===== src/rtl/rsna_pkg.sv =====
// ----------------------------------------------------------------------------
// rsna_pkg
// Shared types, constants and string helpers for the station name assembler.
// ----------------------------------------------------------------------------
package rsna_pkg;

    localparam int NAME_LEN   = 8;
    localparam int CHAR_W     = 8;
    localparam int BLOCK_W    = 16;
    localparam int MIN_CHARS_W = 4;
    localparam int NAME_W     = NAME_LEN * CHAR_W;

    localparam logic [BLOCK_W-1:0]     GROUP_TYPE_MASK = 16'hF000;
    localparam logic [BLOCK_W-1:0]     BLOCK_A_CLEAR   = 16'h0000;
    localparam logic [1:0]             LAST_SEGMENT    = 2'd3;
    localparam logic [MIN_CHARS_W-1:0] MIN_CHARS_RESET = 4'd4;
    localparam logic [MIN_CHARS_W-1:0] MIN_CHARS_MAX   = 4'd8;

    typedef logic [CHAR_W-1:0] char_t;
    // entry k holds character k of the name
    typedef logic [NAME_LEN-1:0][CHAR_W-1:0] name_t;

    typedef struct packed {
        logic               rds_ready;
        logic [BLOCK_W-1:0] block_a;
        logic [BLOCK_W-1:0] block_b;
        logic [BLOCK_W-1:0] block_d;
    } poll_t;

    typedef struct packed {
        logic              name_valid;
        logic [NAME_W-1:0] station_name;
        logic              name_changed;
    } result_t;

    // equal up to and including the first zero byte of a
    function automatic logic cstr_equal(input name_t a, input name_t b);
        logic eq;
        logic done;
        eq   = 1'b1;
        done = 1'b0;
        for (int k = 0; k < NAME_LEN; k++)
        begin
            if (!done)
            begin
                if (a[k] != b[k])
                begin
                    eq   = 1'b0;
                    done = 1'b1;
                end
                else if (a[k] == '0)
                begin
                    done = 1'b1;
                end
            end
        end
        return eq;
    endfunction

    // copy src into dst up to and including its first zero byte
    function automatic name_t cstr_copy(input name_t dst, input name_t src);
        name_t res;
        logic  hit_zero;
        res      = dst;
        hit_zero = 1'b0;
        for (int k = 0; k < NAME_LEN; k++)
        begin
            if (!hit_zero)
            begin
                res[k] = src[k];
                if (src[k] == '0)
                    hit_zero = 1'b1;
            end
        end
        return res;
    endfunction

    // character 0 lands in the top byte
    function automatic logic [NAME_W-1:0] pack_name(input name_t n);
        logic [NAME_W-1:0] w;
        w = '0;
        for (int k = 0; k < NAME_LEN; k++)
            w[NAME_W-1-k*CHAR_W -: CHAR_W] = n[k];
        return w;
    endfunction

endpackage


===== src/rtl/rsna_channels.sv =====
// ----------------------------------------------------------------------------
// rsna channels
// Valid/ready channel interfaces for polls, results and configuration.
// ----------------------------------------------------------------------------
interface rsna_poll_if;
    logic                        valid;
    logic                        ready;
    logic                        rds_ready;
    logic [rsna_pkg::BLOCK_W-1:0] block_a;
    logic [rsna_pkg::BLOCK_W-1:0] block_b;
    logic [rsna_pkg::BLOCK_W-1:0] block_d;

    modport source (output valid, rds_ready, block_a, block_b, block_d, input ready);
    modport sink   (input valid, rds_ready, block_a, block_b, block_d, output ready);
endinterface

interface rsna_result_if;
    logic                        valid;
    logic                        ready;
    logic                        name_valid;
    logic [rsna_pkg::NAME_W-1:0] station_name;
    logic                        name_changed;

    modport source (output valid, name_valid, station_name, name_changed, input ready);
    modport sink   (input valid, name_valid, station_name, name_changed, output ready);
endinterface

interface rsna_cfg_if;
    logic                             valid;
    logic                             ready;
    logic [rsna_pkg::MIN_CHARS_W-1:0] min_name_chars;

    modport source (output valid, min_name_chars, input ready);
    modport sink   (input valid, min_name_chars, output ready);
endinterface


===== src/rtl/rds_station_name_assembler_core.sv =====
// ----------------------------------------------------------------------------
// rds_station_name_assembler_core
// Builds the eight-character program service name from polled RDS groups.
// ----------------------------------------------------------------------------
// usage:
//   poll   : one transaction per RDS poll (rds_ready, blocks A, B and D)
//   result : one transaction per poll, in order, with the published name,
//            its valid flag and a flag that this poll published a new name
//   cfg    : writes min_name_chars; always ready, write only while idle
// timing:
//   a poll lands in an input register, the name update runs combinationally
//   from it into the result register, so a poll reaches the result
//   transaction through the input register and then the result register
//   one poll per cycle is sustained while result.ready stays high, set by the
//   single register-to-register update of the name stores
// reset:
//   all name stores and the valid flag clear, min_name_chars returns to 4,
//   both pipeline registers empty
// stalls:
//   while result.ready is low the result register holds, the input register
//   fills, and poll.ready drops once both are occupied
// ----------------------------------------------------------------------------
module rds_station_name_assembler_core (
    input logic          clk,
    input logic          rst_n,
    rsna_poll_if.sink    poll,
    rsna_result_if.source result,
    rsna_cfg_if.sink     cfg
);
    import rsna_pkg::*;

    logic                   in_valid_reg;
    logic                   in_valid_next;
    poll_t                  in_data_reg;
    logic                   out_valid_reg;
    logic                   out_valid_next;
    result_t                out_data_reg;
    result_t                engine_result;
    logic [MIN_CHARS_W-1:0] min_chars_reg;
    logic                   out_free;
    logic                   advance;
    logic                   take;

    assign out_free  = !out_valid_reg || result.ready;
    assign advance   = in_valid_reg && out_free;
    assign poll.ready = !in_valid_reg || advance;
    assign take      = poll.valid && poll.ready;
    assign cfg.ready = 1'b1;

    assign in_valid_next  = take ? 1'b1 : (advance ? 1'b0 : in_valid_reg);
    assign out_valid_next = advance ? 1'b1 : (result.ready ? 1'b0 : out_valid_reg);

    rsna_name_engine u_engine (
        .clk            (clk),
        .rst_n          (rst_n),
        .step           (advance),
        .item           (in_data_reg),
        .min_name_chars (min_chars_reg),
        .result         (engine_result)
    );

    always_ff @(posedge clk or negedge rst_n)
    begin
        if (!rst_n)
        begin
            in_valid_reg  <= 1'b0;
            out_valid_reg <= 1'b0;
            min_chars_reg <= MIN_CHARS_RESET;
        end
        else
        begin
            in_valid_reg  <= in_valid_next;
            out_valid_reg <= out_valid_next;
            if (cfg.valid && cfg.ready)
                min_chars_reg <= cfg.min_name_chars;
        end
    end

    always_ff @(posedge clk)
    begin
        if (take)
        begin
            in_data_reg.rds_ready <= poll.rds_ready;
            in_data_reg.block_a   <= poll.block_a;
            in_data_reg.block_b   <= poll.block_b;
            in_data_reg.block_d   <= poll.block_d;
        end
        if (advance)
            out_data_reg <= engine_result;
    end

    assign result.valid        = out_valid_reg;
    assign result.name_valid   = out_data_reg.name_valid;
    assign result.station_name = out_data_reg.station_name;
    assign result.name_changed = out_data_reg.name_changed;

    // a newly published name always comes with the valid flag
    a_changed_implies_valid: assert property (@(posedge clk) disable iff (!rst_n)
        out_valid_reg |-> (!out_data_reg.name_changed || out_data_reg.name_valid))
        else $error("name_changed without name_valid");

    // a processed poll always leaves a result behind
    a_advance_fills_output: assert property (@(posedge clk) disable iff (!rst_n)
        advance |=> out_valid_reg)
        else $error("processed poll produced no result");

    // a held poll is not dropped while the output is blocked
    a_input_held: assert property (@(posedge clk) disable iff (!rst_n)
        (in_valid_reg && !out_free) |=> (in_valid_reg && $stable(in_data_reg)))
        else $error("pending poll lost during stall");

    // a blocked result register keeps its contents
    a_output_held: assert property (@(posedge clk) disable iff (!rst_n)
        (out_valid_reg && !result.ready) |=> (out_valid_reg && $stable(out_data_reg)))
        else $error("result overwritten during stall");

endmodule


===== src/rtl/rsna_name_engine.sv =====
// ----------------------------------------------------------------------------
// rsna_name_engine
// Name stores and the combinational update for one registered poll.
// ----------------------------------------------------------------------------
module rsna_name_engine (
    input  logic                             clk,
    input  logic                             rst_n,
    input  logic                             step,
    input  rsna_pkg::poll_t                  item,
    input  logic [rsna_pkg::MIN_CHARS_W-1:0] min_name_chars,
    output rsna_pkg::result_t                result
);
    import rsna_pkg::*;

    name_t first_reg;
    name_t first_next;
    name_t confirm_reg;
    name_t confirm_next;
    name_t pub_reg;
    name_t pub_next;
    logic  flag_reg;
    logic  flag_next;
    logic  changed;

    logic [1:0]             seg;
    logic [2:0]             idx_hi;
    logic [2:0]             idx_lo;
    char_t                  c1;
    char_t                  c2;
    logic                   same;
    logic [MIN_CHARS_W-1:0] need;
    logic                   prefix_ok;

    assign seg    = item.block_b[1:0];
    assign idx_hi = {seg, 1'b0};
    assign idx_lo = {seg, 1'b1};
    assign c1     = item.block_d[BLOCK_W-1 -: CHAR_W];
    assign c2     = item.block_d[CHAR_W-1:0];
    assign same   = (first_reg[idx_hi] == c1) && (first_reg[idx_lo] == c2);
    assign need   = (min_name_chars > MIN_CHARS_MAX) ? MIN_CHARS_MAX : min_name_chars;

    always_comb
    begin
        first_next   = first_reg;
        confirm_next = confirm_reg;
        pub_next     = pub_reg;
        flag_next    = flag_reg;
        changed      = 1'b0;
        prefix_ok    = 1'b1;

        if (step && item.rds_ready)
        begin
            if (item.block_a == BLOCK_A_CLEAR)
            begin
                first_next   = '0;
                confirm_next = '0;
                pub_next     = '0;
                flag_next    = 1'b0;
            end
            else if ((item.block_b & GROUP_TYPE_MASK) == '0)
            begin
                if (same)
                begin
                    confirm_next[idx_hi] = c1;
                    confirm_next[idx_lo] = c2;
                    for (int k = 0; k < NAME_LEN; k++)
                    begin
                        if ((MIN_CHARS_W'(k) < need) && (confirm_next[k] == '0))
                            prefix_ok = 1'b0;
                    end
                    // publish only a fully confirmed, long enough, different name
                    if ((seg == LAST_SEGMENT) && cstr_equal(first_reg, confirm_next) &&
                        prefix_ok && !cstr_equal(confirm_next, pub_reg))
                    begin
                        pub_next  = cstr_copy(pub_reg, confirm_next);
                        flag_next = 1'b1;
                        changed   = 1'b1;
                    end
                end
                else
                begin
                    first_next[idx_hi] = c1;
                    first_next[idx_lo] = c2;
                end
            end
        end
    end

    always_ff @(posedge clk or negedge rst_n)
    begin
        if (!rst_n)
        begin
            first_reg   <= '0;
            confirm_reg <= '0;
            pub_reg     <= '0;
            flag_reg    <= 1'b0;
        end
        else
        begin
            first_reg   <= first_next;
            confirm_reg <= confirm_next;
            pub_reg     <= pub_next;
            flag_reg    <= flag_next;
        end
    end

    assign result.name_valid   = flag_next;
    assign result.station_name = pack_name(pub_next);
    assign result.name_changed = changed;

endmodule

===== src/flat_wrapper.sv =====
// flat-port wrapper written by rule: the top's interface ports become plain ports
module rds_station_name_assembler_core_flat import rsna_pkg::*;
  (clk, rst_n, poll_valid, poll_rds_ready, poll_block_a, poll_block_b, poll_block_d, poll_ready, result_valid, result_name_valid, result_station_name, result_name_changed, result_ready, cfg_valid, cfg_min_name_chars, cfg_ready);
  rsna_poll_if poll_i ();
  rsna_result_if result_i ();
  rsna_cfg_if cfg_i ();
  input logic clk;
  input logic rst_n;
  input wire logic [$bits(poll_i.valid)-1:0] poll_valid;
  input wire logic [$bits(poll_i.rds_ready)-1:0] poll_rds_ready;
  input wire logic [$bits(poll_i.block_a)-1:0] poll_block_a;
  input wire logic [$bits(poll_i.block_b)-1:0] poll_block_b;
  input wire logic [$bits(poll_i.block_d)-1:0] poll_block_d;
  output wire logic [$bits(poll_i.ready)-1:0] poll_ready;
  output wire logic [$bits(result_i.valid)-1:0] result_valid;
  output wire logic [$bits(result_i.name_valid)-1:0] result_name_valid;
  output wire logic [$bits(result_i.station_name)-1:0] result_station_name;
  output wire logic [$bits(result_i.name_changed)-1:0] result_name_changed;
  input wire logic [$bits(result_i.ready)-1:0] result_ready;
  input wire logic [$bits(cfg_i.valid)-1:0] cfg_valid;
  input wire logic [$bits(cfg_i.min_name_chars)-1:0] cfg_min_name_chars;
  output wire logic [$bits(cfg_i.ready)-1:0] cfg_ready;
  assign poll_i.valid = poll_valid;
  assign poll_i.rds_ready = poll_rds_ready;
  assign poll_i.block_a = poll_block_a;
  assign poll_i.block_b = poll_block_b;
  assign poll_i.block_d = poll_block_d;
  assign poll_ready = poll_i.ready;
  assign result_valid = result_i.valid;
  assign result_name_valid = result_i.name_valid;
  assign result_station_name = result_i.station_name;
  assign result_name_changed = result_i.name_changed;
  assign result_i.ready = result_ready;
  assign cfg_i.valid = cfg_valid;
  assign cfg_i.min_name_chars = cfg_min_name_chars;
  assign cfg_ready = cfg_i.ready;
  rds_station_name_assembler_core u_core (.clk(clk), .rst_n(rst_n), .poll(poll_i), .result(result_i), .cfg(cfg_i));
endmodule

===== config.mk =====
export PLATFORM = sky130hd
export DESIGN_NAME = rds_station_name_assembler_core_flat
export DESIGN_NICKNAME = d
export VERILOG_FILES = /design/src/rtl/rsna_pkg.sv /design/src/rtl/rsna_channels.sv /design/src/rtl/rds_station_name_assembler_core.sv /design/src/rtl/rsna_name_engine.sv /design/src/flat_wrapper.sv
export SDC_FILE = /design/constraint.sdc
export NUM_CORES = 1
export LEC_CHECK = 0
export CAP_MARGIN = 25
export CORE_MARGIN = 5
export CORE_UTILIZATION = 60
export DETAILED_ROUTE_END_ITERATION = 6
export DONT_BUFFER_PORTS = 1
export PLACE_DENSITY = 0.77
export SYNTH_ARGS = -nofsm -noshare
export SYNTH_HDL_FRONTEND = slang
export SYNTH_HIERARCHICAL = 1
export SYNTH_SLANG_ARGS = --single-unit

===== constraint.sdc =====
create_clock -name clk -period 4.8 [get_ports clk]
set_clock_uncertainty 0.2 [all_clocks]
set_input_delay 0.24 -clock clk [delete_from_list [all_inputs] [get_ports clk]]
set_output_delay 0.24 -clock clk [all_outputs]
set_load 0.02 [all_outputs]

Word level (Yosys, flattened, before mapping)
Cells that the tools add are included.

word-level totals
  latch bits = 0
  bits in read-only memories = 0
  word-level logic and storage cells = 365
  RAM bits = 0
  flip-flop bits (word level) = 314
  output and inout bits = 69
  memories kept = 0

operators by class
  shift operators = 0
  bitwise gates (word level) = 3
  mux-type cells = 248
  eq/ne operators = 20
  div/mod/pow operators = 0
  add/subtract/negate cells = 0
  multiply operators = 0
  reduce and logical (&&, ||, !) cells = 46
  magnitude comparators = 13

operator list
  operator                                                                              number
  64-bit 2-to-1 mux                                                                     11
  64-bit bitwise mux                                                                    4
  1-bit 2-to-1 mux                                                                      217
  8-bit != test                                                                         16
  8-bit zero test                                                                       15
  8-bit 2-to-1 mux                                                                      11
  8-bit binary-select mux with 2-bit select                                             2
  8-bit demux with 2-bit select                                                         2
  16-bit zero test                                                                      2
  1-bit logical AND                                                                     17
  8-bit == test                                                                         2
  3-bit by 4-bit less-than comparator with 1-bit output (first input constant)          4
  1-bit by 4-bit less-than comparator with 1-bit output (first input constant)          2
  2-bit by 4-bit less-than comparator with 1-bit output (first input constant)          2
  3-bit by 4-bit less-than comparator with 1-bit output (second input constant)         2
  2-bit nonzero test                                                                    4
  3-bit by 1-bit greater-or-equal comparator with 1-bit output (second input constant)  2
  3-bit AND reduction                                                                   2
  4-bit greater-than comparator (second input constant)                                 1
  4-bit 2-to-1 mux                                                                      1
  4-bit OR reduction                                                                    1
  1-bit zero test                                                                       3
  1-bit NOT                                                                             3
  2-bit == test (second input constant)                                                 1
  other kinds (2)                                                                       3

Depth between registers and ports, before layout
Gate-level depths: netlist of the first run.

  depth after elaboration = 97
  mapped depth = 16

By module
Netlist of the first run, hierarchy kept.

by module, submodules not included
  module                           sequential area each (um^2)  instances  cells an instance  area each (um^2)
  rsna_name_engine                 4829.6                       1          1457               13340.3
  rds_station_name_assembler_core  3604.7                       1          133                3712.3

Worst setup path after synthesis of the first run
No wires, ideal clock.

  path type = flip-flop to flip-flop
  start = reg u_core.out_valid_reg, in the netlist u_core/result.valid
  end = reg u_core/u_engine/first_reg[15] (netlist name)
  setup time = 0.121 ns
  stages on the path, launching flop included = 10
  data required time = 4.479 ns
  slack = 0.725 ns
  path buffers = 2
  data arrival time = 3.754 ns
  period minus slack after synthesis = 4.075 ns
  cell sequence = dfrtp_1 -> nand2b_1 -> and2_1 -> and2_1 -> clkbuf_1 -> nand2_1 -> o21ai_0 -> o21ai_1 -> clkbuf_1 -> a22o_1

between the ends
  word-level cells in the longest chain between the ends = 5

ends and longest elaborated chain
  what                                  RTL line                               text
  from (decl)                           rds_station_name_assembler_core.sv:35  logic out_valid_reg;
  from (signal assigned)                rds_station_name_assembler_core.sv:73  out_valid_reg <= out_valid_next;
  1-bit zero test                       rds_station_name_assembler_core.sv:44  assign out_free = !out_valid_reg || result.ready;
  1-bit logical OR                      rds_station_name_assembler_core.sv:44
  1-bit logical AND                     rds_station_name_assembler_core.sv:45  assign advance = in_valid_reg && out_free;
  via u_core.advance                    rds_station_name_assembler_core.sv:41  logic advance;
  1-bit logical AND                     rsna_name_engine.sv:51                 if (step && item.rds_ready)
  3-bit AND reduction (no source line)  n/a
  to (signal assigned)                  rsna_name_engine.sv:100                first_reg <= first_next;
  to (decl)                             rsna_name_engine.sv:15                 name_t first_reg;

The timed path passes the listed nets, and every way through them passes these cells.
A chain may end at the register's enable or synchronous reset.

==> impl_metrics.yaml, run 1 <==
pwr:
  power_w: 0.00615
  ir_drop_mv: 0.327
  intPower_w: 0.00459
  sw_frac_of_total_pct: 25.5
  powerDensity_mw_per_mm2: 325
  leakagePower_nw: 7.73
  seqPwrFrac_pct: 47.5
  p_switching_w: 0.00157
  power_frac_clock_pct: 41.0
  comb_power_share_pct: 11.5
routing:
  wirelength_um: 51000
  drt_pass1_iterations: 6
  wl_per_cell_um: 25.0
  antenna_left: 0
  drtIter0Drc: 1639
  vias_per_cell: 6.86
  vias: 14000
  drc: 0
critical_path:
  cp_max_fo: 33
  critPathArrivalTime_ns: 4.62
  crit_type: "reg -> reg"
  r2r_cells: 11
  start_kind: "flip-flop"
  r2r_slack_ns: 0.19
  endpoint_kind: "flip-flop"
  required_ns: 4.81
status:
  status: "finished, violations left"
  violations: "hold timing"
clocking:
  clk_path_buf_depth: 3
  clk-insertion-delay-late_ns: 0.51
  numCtsBuffers: 35
  hold_buffers: 50
  cts_setup_buffers: 0
  cts-root-buf: "clkbuf_16"
  clock_sink_count: 304
  cts_max_level: 2
  path_clk_slew_ns: 0.06
  cts_tree: "built"
worst_hold_path:
  min_path_type: "in -> async"
floorplanning:
  row_count: 61
  core_area_mm2: 0.0277
  die_area_mm2: 0.0314
  die_x_um: 177
  io_pins: 127
  die_h_um: 177
  start_util_pct: 60.5
logic_synthesis:
  synth_area_mm2: 0.0168
  syn_inst: 1580
  yosys_warnings: 6
  syn_nets: 1638
  syn_area_per_cell_um2: 10.6
layout:
  fillers: 2066
  area_growth_pct: 13.1
  drive_gt1_share_pct: 11.1
  layout.nets: 1692
  diodes: 0
global_route:
  grt_max_degree: 200
  gr-total-overflow: 0
  grt_pass1_vias: 13900
  grt_antenna_before_repair: 0
  track_usage_pct: 32.3
  grt_pass1_wl_um: 79300
timing:
  final_max_slew_viol_count: 0
  relSlewSlack_pct: 25.0
  hold_violations: 199
  finalWorstPathRequiredPeriod_ns: 4.61
  setup_viol: 0
  fin_crit_sh_pct: 96.0
  max_freq_mhz: 217
  rsz0062_at_grt: "yes"
  tightest_slew_ns: 1.12
  holdWs_ns: -0.771
placed_design:
  gp_congestion: 1.02
  dpl.hpwl_um: 34800
  port_buffers: 0
flow_run:
  drv_cap: 0
cell usage in the layout (no fill, tap or decap), types with 50 or more instances in the layout:
master,n
nand2_1,143
edfxtp_1,105
dfrtp_1,198
inv_1,60
o21ai_0,95
xnor2_1,78
xor2_1,71
buf_4,79
a22o_1,118
dlygate4sd3_1,50
nor4_1,51
path summary, 6_finish.rpt:
| path | start | to |
|---|---|---|
| max in group asynchronous | rst_n | u_core/min_chars_reg[2] |
| worst max register to register | u_core/in_data_reg[16] | u_core/result.station_name[39] |
| min in group clk | poll_block_a[9] | u_core/in_data_reg[41] |
| worst min register to register | u_core/u_engine/flag_reg | u_core/u_engine/flag_reg |
| worst min-delay path | rst_n | u_core/u_engine/pub_reg[9] |
| worst max-delay path | u_core/in_data_reg[16] | u_core/result.station_name[39] |
layout make-up:
type / count / area (µm²) / share of cell area [%]
Clock inverter: 9 / 67.6 / 0.357
Timing Repair Buffer: 134 / 1180 / 6.21
Inverter: 60 / 225 / 1.19
Tap cell: 378 / 473 / 2.50
Clock buffer: 54 / 1010 / 5.33
Multi-Input combinational cell: 1099 / 7870 / 41.5
Sequential cell: 304 / 8130 / 42.9
repair_timing:
action / 4_1_cts / 5_1_grt
setup endpoints to repair: 0 / 17
hold endpoints to repair: 244 / 199
gates resized for setup: 0 / 1
per-stage QoR:
step                      setup TNS (ns)  instances  instance area, µm²  utilization (%)  setup slack, ns
final                                  0       2038               19000             68.4            0.190
after global routing              -0.207       2038               19000             68.4          -0.0314
after CTS                              0       2038               18900             68.4            0.248
after detailed placement               0       1925               17400             62.7            0.273
after global placement                 0       1922               17300             62.6            0.421
after floorplan                        0       1580               16800                -            0.725
routing by layer:
metal  up-vias  GRT usage (%)  share of wire [%]  wire, µm
met5         -              0                  0         0
met4         0           13.0                4.2      2130
met3       148           6.02                9.3      4770
met2       783           53.0                 48     24300
met1      6980           42.7                 39     19900
li1       6061              -                  -         -
worst max-delay path, stage by stage (launching register included):
cell and delay (ns):
edfxtp_1 0.52, or2_1 0.45, buf_4 0.27, nand3_1 0.17, o2111a_2 0.26, nand2b_1 0.08, or4_1 0.52, and4_1 0.23
a221o_2 0.41, buf_4 0.27, nor4_2 0.65, o21ai_0 0.25
power groups by stage:
stage          Clock [W]  Combinational (W)  Sequential [W]
2_1_floorplan          0           0.000482         0.00292
3_3_place_gp           0           0.000635         0.00296
3_5_place_dp           0           0.000649         0.00297
4_1_cts          0.00256           0.000690         0.00292
5_1_grt          0.00267           0.000756         0.00293
6_report         0.00253           0.000707         0.00292
Power figures use the tool's default switching activity.
==> inputs of run 2 (changes only) <==
REMOVE_ABC_BUFFERS = 1   (was unset)
==> run 2 against run 1 <==
- the flow finishes with violations (DRC, hold timing)
- fmax shrank 2.4%
- sequential cell count is the same
- cell area grew 1.0%
- via count grew 0.29%
- first-iteration DRC count shrank 5.0%
- critical path type unchanged
==> impl_metrics.yaml, run 2 (synthesized netlist as in run 1, its figures left out) <==
floorplanning:
  die_h_um: 177
  die_x_um: 177
  core_area_mm2: 0.0277
  start_util_pct: 60.5
  die_area_mm2: 0.0314
  io_pins: 127
  row_count: 61
global_route:
  grt_antenna_before_repair: 1
  gr-total-overflow: 0
  track_usage_pct: 33.2
  grt_max_degree: 200
  grt_pass1_vias: 13900
  grt_pass1_wl_um: 80700
status:
  status: "finished, violations left"
  violations: "DRC, hold timing"
routing:
  antenna_left: 0
  wl_per_cell_um: 25.5
  vias: 14000
  vias_per_cell: 6.82
  wirelength_um: 52400
  drc: 1
  drtIter0Drc: 1557
  drt_pass1_iterations: 7
clocking:
  numCtsBuffers: 34
  hold_buffers: 50
  clk-insertion-delay-late_ns: 0.52
  clk_path_buf_depth: 3
  cts-root-buf: "clkbuf_16"
  clock_sink_count: 304
  path_clk_slew_ns: 0.07
  cts_max_level: 2
  cts_tree: "built"
timing:
  setup_viol: 0
  final_max_slew_viol_count: 0
  holdWs_ns: -0.760
  fin_crit_sh_pct: 98.4
  hold_violations: 199
  max_freq_mhz: 212
  relSlewSlack_pct: 26.7
  tightest_slew_ns: 1.10
  finalWorstPathRequiredPeriod_ns: 4.72
  rsz0062_at_grt: "no"
layout:
  layout.nets: 1712
  mostFrequentLayoutCells: "198 x dfrtp_1, 143 x nand2_1, 118 x a22o_1"
  final_common_cell: "dfrtp_1"
  area_growth_pct: 14.3
  diodes: 0
  drive_gt1_share_pct: 12.9
  design_area_mm2: 0.0191
  final_util_pct: 69.1
placed_design:
  postPlaceCellArea_mm2: 0.0175
  gp_congestion: 1.06
  dpl.hpwl_um: 35800
  port_buffers: 0
pwr:
  leakagePower_nw: 7.85
  ir_drop_mv: 0.325
  powerDensity_mw_per_mm2: 325
flow_run:
  drv_cap: 0
critical_path:
  cp_max_fo: 18
  required_ns: 4.99
  start_kind: "flip-flop"
  crit_type: "reg -> reg"
  critPathArrivalTime_ns: 4.91
  endpoint_kind: "flip-flop"
worst_hold_path:
  min_path_type: "in -> async"
==> run 2: through the flow <==
step,hold WS (ns),power [W],setup slack (ns),instances,TNS (ns)
6_report,-0.760,0.00621,0.0761,2056,0
5_1_grt,-0.779,0.00641,0.0424,2056,0
4_1_cts,-0.778,0.00621,0.00475,2051,0
3_5_place_dp,-0.245,0.00363,0.0634,1941,0
3_3_place_gp,-0.245,0.00362,0.169,1940,0
2_1_floorplan,-0.256,0.00337,-0.881,1463,-98.28
==> run 2: power by group <==
part / internal (W) / switching, W
clock network: 0.00153 / 0.00103
logic: 0.000317 / 0.000383
registers: 0.00278 / 0.000174
==> run 2: routing by layer <==
| layer | track usage (%) | wire length [µm] |
|---|---|---|
| met5 | 0 | 4 |
| met4 | 16.8 | 3070 |
| met3 | 5.81 | 5140 |
| met2 | 52.2 | 23600 |
| met1 | 44.7 | 20500 |
==> run 2: worst max-delay path, cell delays in order (launching register included) <==
cell	delay (ns)
edfxtp_1	0.66
nor2_1	0.63
buf_4	0.30
o21ai_0	0.14
o32ai_1	0.16
o2111a_1	0.30
nor2b_1	0.27
o311ai_0	0.28
a221o_2	0.43
buf_4	0.19
buf_12	0.16
nor4_4	0.60
a21bo_2	0.26
==> run 2: final timing paths <==
check / from / to / slack, ns / cells past startpoint
worst max-delay path: u_core/in_data_reg[16] / u_core/result.station_name[17] / 0.08 / 12
worst min-delay path: rst_n / u_core/u_engine/confirm_reg[0] / -0.76 / 0
worst max register to register: u_core/in_data_reg[16] / u_core/result.station_name[17] / 0.08 / 12
worst min register to register: u_core/u_engine/flag_reg / u_core/u_engine/flag_reg / 0.31 / 1
max in group asynchronous: rst_n / u_core/min_chars_reg[2] / 4.81 / 0
min in group clk: poll_block_b[14] / u_core/in_data_reg[30] / 0.15 / 1
==> run 2: what timing repair did <==
action / 4_1_cts / 5_1_grt
endpoints found under the hold margin: 244 / 199
gates resized for setup: 0 / 4
setup buffers: 0 / 3
setup endpoints to repair: 0 / 59
==> run 2: final cells by class <==
cell class / instances / area (µm²)
well taps: 378 / 473
multi-input cells: 1099 / 7890
repair buffers: 155 / 1320
clock inverters: 15 / 140
fillers: 2083 / 8560
clock buffers: 45 / 963
inverters: 60 / 225
flip-flops and latches: 304 / 8130
==> inputs of run 3 (changes only) <==
BUFFER_PORTS_ARGS = -buffer_cell sky130_fd_sc_hd__buf_4   (was unset)
DONT_BUFFER_PORTS = unset   (was 1)
PLACE_DENSITY = 0.81   (was 0.77)
==> run 3 against run 2 <==
- the run now ends clean
- fmax up 0.21%
- clock-buffer cell count up 7
- sequential power about the same
- worst hold slack better by 1.0 ns
- combinational power up 16%
==> impl_metrics.yaml, run 3 (synthesized netlist as in run 1, its figures left out) <==
status:
  status: "completed"
critical_path:
  r2r_slack_ns: 0.09
  r2r_cells: 13
  cp_top_family: "compound AO/OA/AOI/OAI gates"
  cp_common_cell: "buf_4"
  critPathArrivalTime_ns: 4.75
  start_kind: "flip-flop"
  regToRegStartpoint: "u_core/in_data_reg[17]"
  cp_slowest_cell: "a221o_2"
  cp_max_fo: 25
  path_cells: "buf_4, or2_1, buf_4, mux2i_1, o221a_2, o2111a_1, nor2b_1, o311ai_0, a221o_2, buf_12, nor4_2, buf_4, o21ai_0"
  endpoint_kind: "flip-flop"
  r2r-end: "u_core/result.station_name[41]"
  crit_type: "reg -> reg"
  critical_path.max_stage_delay_ns: 0.60
  required_ns: 4.84
  cp_num_buf_inv: 4
global_route:
  grt_max_degree: 121
  track_usage_pct: 35.1
  grt_pass1_vias: 14500
  grt_pass1_wl_um: 84900
  gr-total-overflow: 0
  grt_antenna_before_repair: 1
clocking:
  numCtsBuffers: 35
  cts-resized-gates: 0
  clk_path_buf_depth: 3
  clk-insertion-delay-late_ns: 0.53
  clock_sink_count: 304
  cts-root-buf: "clkbuf_16"
  cts_tree: "built"
  cts_max_level: 2
  path_clk_slew_ns: 0.06
routing:
  drtIter0Drc: 1617
  drc: 0
  wirelength_um: 55600
  wl_per_cell_um: 25.6
  vias_per_cell: 6.79
  antenna_left: 0
  drt_pass1_iterations: 6
  vias: 14800
pwr:
  seqPwrFrac_pct: 45.8
  power_frac_clock_pct: 41.5
  power_w: 0.00640
  p_switching_w: 0.00167
  comb_power_share_pct: 12.7
  sw_frac_of_total_pct: 26.1
  intPower_w: 0.00473
  powerDensity_mw_per_mm2: 320
  leakagePower_nw: 8.40
  ir_drop_mv: 0.308
layout:
  instances_no_fill: 2171
  drive_gt1_share_pct: 17.9
  mostFrequentLayoutCells: "209 x buf_4, 198 x dfrtp_1, 143 x nand2_1"
  multi_input_area_mm2: 0.00785
  area_growth_pct: 19.6
  layout.nets: 1826
  final_common_cell: "buf_4"
  diodes: 0
  fillers: 1928
  final-seq-area_mm2: 0.00813
timing:
  relSlewSlack_pct: 25.2
  fin_crit_sh_pct: 98.2
  hold_violations: 0
  max_freq_mhz: 212
  tightest_slew_ns: 1.11
  finalWorstPathRequiredPeriod_ns: 4.71
  holdWs_ns: 0.237
  rsz0062_at_grt: "no"
  final_max_slew_viol_count: 0
  setup_viol: 0
placed_design:
  port_buffers: 115
  dpl.hpwl_um: 37600
  gp_congestion: 1.02
  dp.cells: 2052
flow_run:
  drv_cap: 0
worst_hold_path:
  hp-start: "poll_block_a[3]"
  min_path_type: "in -> reg"
  hold_path_end: "u_core/in_data_reg[35]"
  min_path_cells: 2
floorplanning:
  die_h_um: 177
  io_pins: 127
  die_x_um: 177
  start_util_pct: 60.5
  row_count: 61
  core_area_mm2: 0.0277
  die_area_mm2: 0.0314
[run 3: what timing repair did]
action / 4_1_cts / 5_1_grt
hold buffers: 51 / 1
setup buffers: 0 / 1
setup endpoints to repair: 0 / 8
hold endpoints to repair: 163 / 14
[run 3: layout make-up]
cell class	instances	area share, %
Sequential cell	304	40.6
Multi-Input combinational cell	1099	39.2
Timing Repair Buffer	268	11.1
Clock buffer	52	5.15
Tap cell	378	2.36
Inverter	60	1.12
Clock inverter	10	0.500
[run 3: worst max-delay path by stage]
stage	start	end	slack [ns]	cells past startpoint
floorplan	u_core/in_data_reg[16]	u_core/result.station_name[56]	-0.88	9
global placement	u_core/in_data_reg[17]	u_core/result.station_name[16]	0.39	13
detailed placement	u_core/in_data_reg[17]	u_core/result.station_name[16]	0.32	12
CTS	u_core/in_data_reg[17]	u_core/result.station_name[17]	0.28	12
global route	u_core/in_data_reg[17]	u_core/result.station_name[5]	0.04	11
finish	u_core/in_data_reg[17]	u_core/result.station_name[41]	0.09	13
[run 3: metrics by stage]
stage | setup slack, ns | cell area [µm²] | util [%] | TNS (ns)
2_1_floorplan | -0.881 | 16200 | - | -98.28
3_3_place_gp | 0.388 | 18300 | 66.1 | 0
3_5_place_dp | 0.318 | 18300 | 66.1 | 0
4_1_cts | 0.278 | 20000 | 72.1 | 0
5_1_grt | 0.0425 | 20000 | 72.3 | 0
6_report | 0.0860 | 20000 | 72.3 | 0
[run 3: metal layers]
layer,share of wire (%),wire [µm],GRT usage [%],vias to the layer above
li1,-,-,-,6332
met1,39,21900,47.0,7233
met2,45,25000,54.7,952
met3,9.6,5350,6.92,231
met4,6.0,3320,17.8,2
met5,0.023,13,0,-
[run 3: power groups by stage]
stage / Clock, W / Combinational (W) / Sequential [W]
after global placement: 0 / 0.000738 / 0.00297
after detailed placement: 0 / 0.000752 / 0.00297
after CTS: 0.00266 / 0.000792 / 0.00292
final: 0.00266 / 0.000814 / 0.00293
after global routing: 0.00279 / 0.000870 / 0.00293
after floorplan: 0 / 0.000418 / 0.00296
